## src/rtl/binary_heap_priority_queue_assert.svh

```systemverilog
// Assertion macros for the priority queue; clocked on clk_i, disabled in reset.
`ifndef BINARY_HEAP_PRIORITY_QUEUE_ASSERT_SVH
`define BINARY_HEAP_PRIORITY_QUEUE_ASSERT_SVH

`ifndef SYNTHESIS
`define BHPQ_ASSERT(lbl, prop, msg) \
  lbl: assert property (@(posedge clk_i) disable iff (!rst_ni) prop) else $error(msg);
`define BHPQ_NEVER(lbl, expr, msg) \
  lbl: assert property (@(posedge clk_i) disable iff (!rst_ni) !(expr)) else $error(msg);
`else
`define BHPQ_ASSERT(lbl, prop, msg)
`define BHPQ_NEVER(lbl, expr, msg)
`endif

`endif

```

## src/rtl/bhpq_pkg.sv

```systemverilog
`default_nettype none

package bhpq_pkg;

  typedef struct packed {
    logic [31:0]        tag;
    logic signed [31:0] key;
  } entry_t;

  typedef enum logic [1:0] {
    ST_DONE  = 2'd0,
    ST_FULL  = 2'd1,
    ST_EMPTY = 2'd2
  } status_e;

  typedef enum logic {
    KIND_INSERT = 1'b0,
    KIND_REMOVE = 1'b1
  } kind_e;

  typedef enum logic [2:0] {
    S_IDLE,
    S_UP_RD,
    S_UP_CMP,
    S_DN_LOAD,
    S_DN_RD,
    S_DN_CMP,
    S_DONE
  } state_e;

  typedef struct packed {
    logic               top_valid;
    logic signed [31:0] top_key;
    logic [31:0]        top_tag;
    logic [6:0]         fill_count;
    status_e            status;
  } res_t;

  // a strictly better than b under the selected order
  function automatic logic better(input logic signed [31:0] a,
                                  input logic signed [31:0] b,
                                  input logic max_on_top);
    better = max_on_top ? (a > b) : (a < b);
  endfunction

endpackage

`default_nettype wire

```

## src/rtl/bhpq_ctrl.sv

```systemverilog
`default_nettype none

module bhpq_ctrl #(
  parameter int unsigned CAPACITY = 64,
  parameter int unsigned AW       = 6,
  parameter int unsigned CW       = 7
) (
  input  wire logic              clk_i,
  input  wire logic              rst_ni,
  input  wire logic              cfg_we_i,
  input  wire logic              cfg_wdata_i,
  input  wire logic              in_valid_i,
  output logic                   in_ready_o,
  input  wire logic              in_kind_i,
  input  wire bhpq_pkg::entry_t  in_entry_i,
  output logic                   res_valid_o,
  input  wire logic              res_ready_i,
  output bhpq_pkg::res_t         res_o,
  output logic                   mem_we_o,
  output logic [AW-1:0]          mem_waddr_o,
  output bhpq_pkg::entry_t       mem_wdata_o,
  output logic [AW-1:0]          mem_raddr_a_o,
  output logic [AW-1:0]          mem_raddr_b_o,
  input  wire bhpq_pkg::entry_t  mem_rdata_a_i,
  input  wire bhpq_pkg::entry_t  mem_rdata_b_i
);

  localparam int unsigned IW = AW + 1;

  bhpq_pkg::state_e  state_q, state_d;
  logic [CW-1:0]     count_q, count_d;
  logic [AW-1:0]     pos_q, pos_d;
  bhpq_pkg::entry_t  mov_q, mov_d;
  bhpq_pkg::entry_t  top_q;
  bhpq_pkg::status_e status_q, status_d;
  logic              max_q;

  logic [AW-1:0] parent;
  logic [IW-1:0] child_l, child_r, count_w;
  logic          use_r;
  bhpq_pkg::entry_t pick;

  assign parent  = AW'(pos_q - 1'b1) >> 1;
  assign child_l = {pos_q, 1'b1};
  assign child_r = child_l + 1'b1;
  assign count_w = IW'(count_q);
  assign use_r   = (child_r < count_w) &&
                   bhpq_pkg::better(mem_rdata_b_i.key, mem_rdata_a_i.key, max_q);
  assign pick    = use_r ? mem_rdata_b_i : mem_rdata_a_i;

  always_comb begin
    state_d       = state_q;
    count_d       = count_q;
    pos_d         = pos_q;
    mov_d         = mov_q;
    status_d      = status_q;
    mem_we_o      = 1'b0;
    mem_waddr_o   = pos_q;
    mem_wdata_o   = mov_q;
    mem_raddr_a_o = parent;
    mem_raddr_b_o = child_r[AW-1:0];
    in_ready_o    = 1'b0;
    res_valid_o   = 1'b0;
    unique case (state_q)
      bhpq_pkg::S_IDLE: begin
        in_ready_o    = 1'b1;
        mem_raddr_a_o = AW'(count_q - 1'b1);
        if (in_valid_i) begin
          status_d = bhpq_pkg::ST_DONE;
          mov_d    = in_entry_i;
          if (in_kind_i == bhpq_pkg::KIND_INSERT) begin
            if (count_q == CW'(CAPACITY)) begin
              status_d = bhpq_pkg::ST_FULL;
              state_d  = bhpq_pkg::S_DONE;
            end else begin
              pos_d   = AW'(count_q);
              count_d = count_q + 1'b1;
              state_d = bhpq_pkg::S_UP_RD;
            end
          end else begin
            if (count_q == '0) begin
              status_d = bhpq_pkg::ST_EMPTY;
              state_d  = bhpq_pkg::S_DONE;
            end else begin
              count_d = count_q - 1'b1;
              state_d = bhpq_pkg::S_DN_LOAD;
            end
          end
        end
      end
      bhpq_pkg::S_UP_RD: begin
        if (pos_q == '0) begin
          mem_we_o = 1'b1;
          state_d  = bhpq_pkg::S_DONE;
        end else begin
          state_d = bhpq_pkg::S_UP_CMP;
        end
      end
      bhpq_pkg::S_UP_CMP: begin
        mem_we_o = 1'b1;
        if (!bhpq_pkg::better(mov_q.key, mem_rdata_a_i.key, max_q)) begin
          state_d = bhpq_pkg::S_DONE;
        end else begin
          mem_wdata_o = mem_rdata_a_i;
          pos_d       = parent;
          state_d     = bhpq_pkg::S_UP_RD;
        end
      end
      bhpq_pkg::S_DN_LOAD: begin
        mov_d = mem_rdata_a_i;
        pos_d = '0;
        state_d = (count_q == '0) ? bhpq_pkg::S_DONE : bhpq_pkg::S_DN_RD;
      end
      bhpq_pkg::S_DN_RD: begin
        mem_raddr_a_o = child_l[AW-1:0];
        if (child_l >= count_w) begin
          mem_we_o = 1'b1;
          state_d  = bhpq_pkg::S_DONE;
        end else begin
          state_d = bhpq_pkg::S_DN_CMP;
        end
      end
      bhpq_pkg::S_DN_CMP: begin
        mem_we_o = 1'b1;
        if (!bhpq_pkg::better(pick.key, mov_q.key, max_q)) begin
          state_d = bhpq_pkg::S_DONE;
        end else begin
          mem_wdata_o = pick;
          pos_d       = use_r ? child_r[AW-1:0] : child_l[AW-1:0];
          state_d     = bhpq_pkg::S_DN_RD;
        end
      end
      bhpq_pkg::S_DONE: begin
        res_valid_o = 1'b1;
        if (res_ready_i) begin
          state_d = bhpq_pkg::S_IDLE;
        end
      end
      default: state_d = bhpq_pkg::S_IDLE;
    endcase
  end

  always_ff @(posedge clk_i or negedge rst_ni) begin
    if (!rst_ni) begin
      state_q  <= bhpq_pkg::S_IDLE;
      count_q  <= '0;
      status_q <= bhpq_pkg::ST_DONE;
      max_q    <= 1'b0;
    end else begin
      state_q  <= state_d;
      count_q  <= count_d;
      status_q <= status_d;
      if (cfg_we_i) begin
        max_q <= cfg_wdata_i;
      end
    end
  end

  // shadow the root so the top is known without another read
  always_ff @(posedge clk_i) begin
    pos_q <= pos_d;
    mov_q <= mov_d;
    if (mem_we_o && mem_waddr_o == '0) begin
      top_q <= mem_wdata_o;
    end
  end

  always_comb begin
    res_o.top_valid  = (count_q != '0);
    res_o.top_key    = res_o.top_valid ? top_q.key : '0;
    res_o.top_tag    = res_o.top_valid ? top_q.tag : '0;
    res_o.fill_count = 7'(count_q);
    res_o.status     = status_q;
  end

endmodule

`default_nettype wire

```

## config.mk

```make
export PLATFORM = sky130hd
export DESIGN_NAME = bhpq_ctrl
export DESIGN_NICKNAME = d
export VERILOG_FILES = /design/src/rtl/binary_heap_priority_queue_assert.svh /design/src/rtl/bhpq_pkg.sv /design/src/rtl/bhpq_ctrl.sv
export SDC_FILE = /design/constraint.sdc
export NUM_CORES = 1
export LEC_CHECK = 0
export BUFFER_PORTS_ARGS = -buffer_cell sky130_fd_sc_hd__buf_4
export CAP_MARGIN = 40
export CORE_UTILIZATION = 52
export CTS_CLUSTER_DIAMETER = 100
export DETAILED_ROUTE_END_ITERATION = 12
export GPL_ROUTABILITY_DRIVEN = 1
export PLACE_DENSITY_LB_ADDON = 0.1
export SLEW_MARGIN = 20
export SYNTH_ARGS = -nofsm -noshare
export SYNTH_HDL_FRONTEND = slang
export SYNTH_SLANG_ARGS = --single-unit
```

## constraint.sdc

```tcl
create_clock -name clk_i -period 9.4 [get_ports clk_i]
set_clock_uncertainty 0.2 [all_clocks]
set_input_delay 0.94 -clock clk_i [delete_from_list [all_inputs] [get_ports clk_i]]
set_output_delay 0.94 -clock clk_i [all_outputs]
set_load 0.005 [all_outputs]
```

# --- Word-level counts from Yosys, hierarchy flattened ---
# Index checks and enable logic that the tools add are counted.
# Widths: inputs -> output; s select.
word_totals:
  register_bits: 147
  elab_cells: 91
  input_bits: 199
classes:
  add_sub_neg: 4
  n_eq_ne: 15
  n_reduce_logical: 14
  muxes: 41
  n_lt_le_gt_ge: 8
op_table:
  columns: ["operator", "n"]
  rows:
  - ["$mux 64", 4]
  - ["$pmux 64 s2", 2]
  - ["$gt 32x32->1", 3]
  - ["$lt 32x32->1", 3]
  - ["$mux 32", 2]
  - ["$mux 6", 6]
  - ["$pmux 6 s4", 1]
  - ["$mux 3", 7]
  - ["$mux 7", 3]
  - ["$pmux 3 s7", 1]
  - ["$ne 2x2->1 const B", 8]
  - ["$add 7x1->7 const B", 2]
  - ["$pmux 6 s2", 1]
  - ["$mux 2", 5]
  - ["$eq 3x3->1 const B", 3]
  - ["$mux 1", 8]
  - ["$eq 7x7->1 const B", 1]
  - ["$ge 7x7->1", 1]
  - ["$logic_not 7->1", 1]
  - ["$lt 7x7->1", 1]
  - ["$reduce_bool 7->1", 1]
  - ["$sub 7x1->7 const B", 1]
  - ["$eq 3x2->1 const B", 2]
  - ["$logic_not 6->1", 1]
  - ["11 further kinds", 14]

# --- Logic depth before layout (Yosys ltp) ---
logic_depth:
  ltp_word: 8
  ltp_mapped: 26
  ltp_nobuf: 21

# --- Worst setup path before layout ---
# OpenSTA, ideal clock, no wires.
synth_timing:
  path_type: "in2out"
  start: "in mem_rdata_a_i[7] (netlist name)"
  end: "out mem_wdata_o[0] (netlist name)"
  stages: 23
  required_time_ns: 8.260
  t_arrival_ns: 6.371
  slack_ns: 1.889
  path_cell_list: "inv_1 -> ha_1 -> a21oi_1 -> o21ai_1 -> a221o_1 -> o31a_1 -> or3_1 -> and3_1 -> o21ai_2 -> buf_2 -> mux2_2 -> ha_1 -> a21oi_1 -> nand2_1 -> a221o_1 -> o31ai_1 -> nor4b_1 -> mux2i_1 -> inv_1 -> a21o_1 -> buf_6 -> buf_6 -> a221o_1"
synth_lines:
  columns: ["element", "line_no", "source"]
  rows:
  - ["start: declaration", "bhpq_ctrl.sv:24", "input wire bhpq_pkg::entry_t mem_rdata_a_i,"]
  - ["end: declaration", "bhpq_ctrl.sv:21", "output bhpq_pkg::entry_t mem_wdata_o,"]

==> reports/metrics.cfg <==
[logic_synthesis]
seq_area_frac_synth_pct=40.3
yosysMostFrequentCell=edfxtp_1
synth-seq-cells=147
netlist_area_sq_um=10800
synth_xor_area_share_pct=1.71
synth_flop_cell=edfxtp_1
synth_top_family_by_area=simple AND/OR/NAND/NOR gates
syn_nets=1379
synth_area_leader_cell=edfxtp_1
synth_edf_count=134
yosys-top-cells-area=edfxtp_1 (37%), ha_1 (13%), mux2_2 (7.0%)
yosys.cell_types.count=59
synth-compound-area-share_pct=15.6
syn_inst=1067
yosys-top-cells-count=edfxtp_1 (134), ha_1 (113), inv_1 (80)
yosysWarnings=0
synth_fa_ha_area_share_pct=13.1
async_flop_share_pct=8.84
synthMuxAreaShare_pct=7.46
yosys.area_share.simple_pct=16.2
yosysTopAreaCellShare_pct=37.3
avgSynthCellArea_sq_um=10.1

[pwr]
power_frac_seq_pct=27.7
peakVddDrop_uv=163
comb_power_share_pct=54.1
internal_power_mw=2.32
power_mw=3.86
p_sw_mw=1.54
switching_share_pct=39.8
clockPowerShare_pct=18.1
p_leak_nw=6.47
p_per_area_nw_per_um2=269

[critical_path]
timing_worst_setup_path_type=in -> out
rrSetupSlack_ns=2.83
critPathLaunch=mem_rdata_a_i[7]
worstPathRequired_ns=8.26
cp-start-kind=input port
r2r_cells=22
r2r-start=mem_waddr_o[2]
endpoint_kind=output pin
worst-path-max-fanout=31
arrival_ns=7.45

[drt]
drc_errors=0
drtIter0Drc=788
first_pass_iters=6
wl_mm=35.5
avgRoutedWirePerCell_um=21.1
via_count=10000
drtAntennaViolNets=0
vias_per_cell=5.96

[final_layout]
fin_util_pct=70.6
nets=1709
drive_gt1_share_pct=34.3
num-fill-cells=1654
syn_to_final_growth_pct=32.9

[global_route]
grt_pass1_wl_mm=54.5
first_global_vias=9881
antenna_found_initial=1
grt_overflow=0
grt_max_degree=78
grt_use_total_pct=33.2

[die]
ios=358
rows=52
die_y_um=146
die_w_um=146
start_util_pct=53.1
die-area_sq_um=21300
coreArea_sq_um=20300

[timing]
finalHoldViolCount=0
finalSetupViolCount=0
period_needed_ns=8.59
report.final.slew_viol_count=0
max_freq_mhz=116
worstMarginPinSlew_ns=0.809
min_period_over_period_pct=91.4
final.setup.tns_ns=0
fin_worst_hold_slack_ns=0.148
relSlewSlack_pct=46.0
rsz0062_at_grt=false

[outcome]
status=finished, final reports clean

[cts]
cts_tree=done
cts_max_level=4
cts-resized-gates=0
cts.sink_count=147
postCtsSetupBuffers=0
cts_root_buffer=clkbuf_16
clockBufferDepth=2
cts_made_buffers=17
clock_latency_ns=0.43
clkTransAtPathRegs_ns=0.07
ctsHoldBuffers=0

[place]
io_buffers=356
hpwl_mm=26.7
gp_congestion=0.968

[min_path]
hold_path.class=in -> async

[run]
cap_viol_max_count=0

critical path, stage by stage:
cell	delay, ns
buf_4	0.10
inv_1	0.06
ha_1	0.33
a21oi_1	0.14
o21ai_1	0.10
a221o_1	0.39
o31a_1	0.31
or3_1	0.40
and3_1	0.23
o21ai_4	0.40
buf_4	0.47
mux2_2	0.39
ha_1	0.30
nand4_1	0.22
nor4_1	0.48
o31ai_1	0.16
nor4b_1	0.17
buf_4	0.16
mux2i_4	0.33
inv_1	0.11
a21o_2	0.39
buf_16	0.24
a221o_1	0.43
buf_4	0.16
final timing paths:
path / end
max in group asynchronous: state_q[2]
min reg2reg: status_q[0]
max reg2reg: top_q[49]
max: mem_wdata_o[49]
min in group clk_i: status_q[0]
min: count_q[1]
layout by cell type, fill, tap and decap left out, drive strengths merged, types with 3 or more instances in the layout:
| cell type | count |
|---|---|
| o211ai | 4 |
| o21ai | 61 |
| edfxtp | 134 |
| a221o | 68 |
| a31oi | 5 |
| xor2 | 8 |
| a21oi | 59 |
| nor2b | 71 |
| a21o | 9 |
| nand4 | 23 |
| buf | 372 |
| ha | 113 |
| inv | 88 |
| nor3 | 47 |
| a211oi | 4 |
| a22oi | 5 |
| dfrtp | 13 |
| xnor2 | 13 |
| clkbuf | 17 |
| nor4 | 6 |
| or3 | 5 |
| mux2 | 67 |
| mux2i | 5 |
| clkinv | 7 |
| o31a | 3 |
| and3 | 35 |
| nor2 | 34 |
| a221oi | 4 |
| nand3 | 23 |
| nand2 | 76 |
| o21a | 4 |
registers in the layout, summed over array words and instances (netlist names):
register	count
mov_q	64
top_q	64
count_q	7
mem_waddr_o	6
state_q	3
status_q	2
max_q	1
power by group through the flow:
stage | clock [mW] | combinational, mW | sequential [mW]
2_1_floorplan | 0 | 1.29 | 1.01
3_3_place_gp | 0 | 2.00 | 1.08
5_1_grt | 0.731 | 2.28 | 1.09
6_report | 0.700 | 2.09 | 1.07
3_5_place_dp | 0 | 2.06 | 1.08
4_1_cts | 0.708 | 2.08 | 1.07
cell type report:
type	count	area [sq um]	share of cell area, %
Multi-Input combinational cell	778	5870	41.0
Sequential cell	147	4350	30.3
Timing Repair Buffer	372	2870	20.0
Clock buffer	17	425	2.97
Tap cell	270	338	2.36
Inverter	81	304	2.12
Clock inverter	15	168	1.17
Antenna cell	1	2.50	0.0175
logic make-up (layout without fill, tap and decap cells):
group,count (synthesis),after routing
simple gates,333,333
compound gates,238,238
flops,147,147
buf+inv,142,485
fa+ha+maj,113,113
mux,72,72
xor+xnor,21,21
other cells,1,2
stage by stage:
| step | instance area (sq um) | setup slack [ns] | std cells |
|---|---|---|---|
| after floorplan | 10800 | 1.89 | 1067 |
| after global placement | 13600 | 0.794 | 1643 |
| after detailed placement | 13700 | 0.945 | 1648 |
| after CTS | 14300 | 0.919 | 1680 |
| after global routing | 14300 | 0.537 | 1681 |
| final | 14300 | 0.811 | 1681 |
layer usage:
layer / GRT usage [%] / wire (um) / vias up
met5: 0 / 0 / -
met4: 12.8 / 1140 / 0
met3: 7.59 / 3180 / 84
met2: 55.4 / 17300 / 506
met1: 41.7 / 13900 / 4744
li1: - / - / 4683
Note: power is estimated with default switching activity, not from simulation.
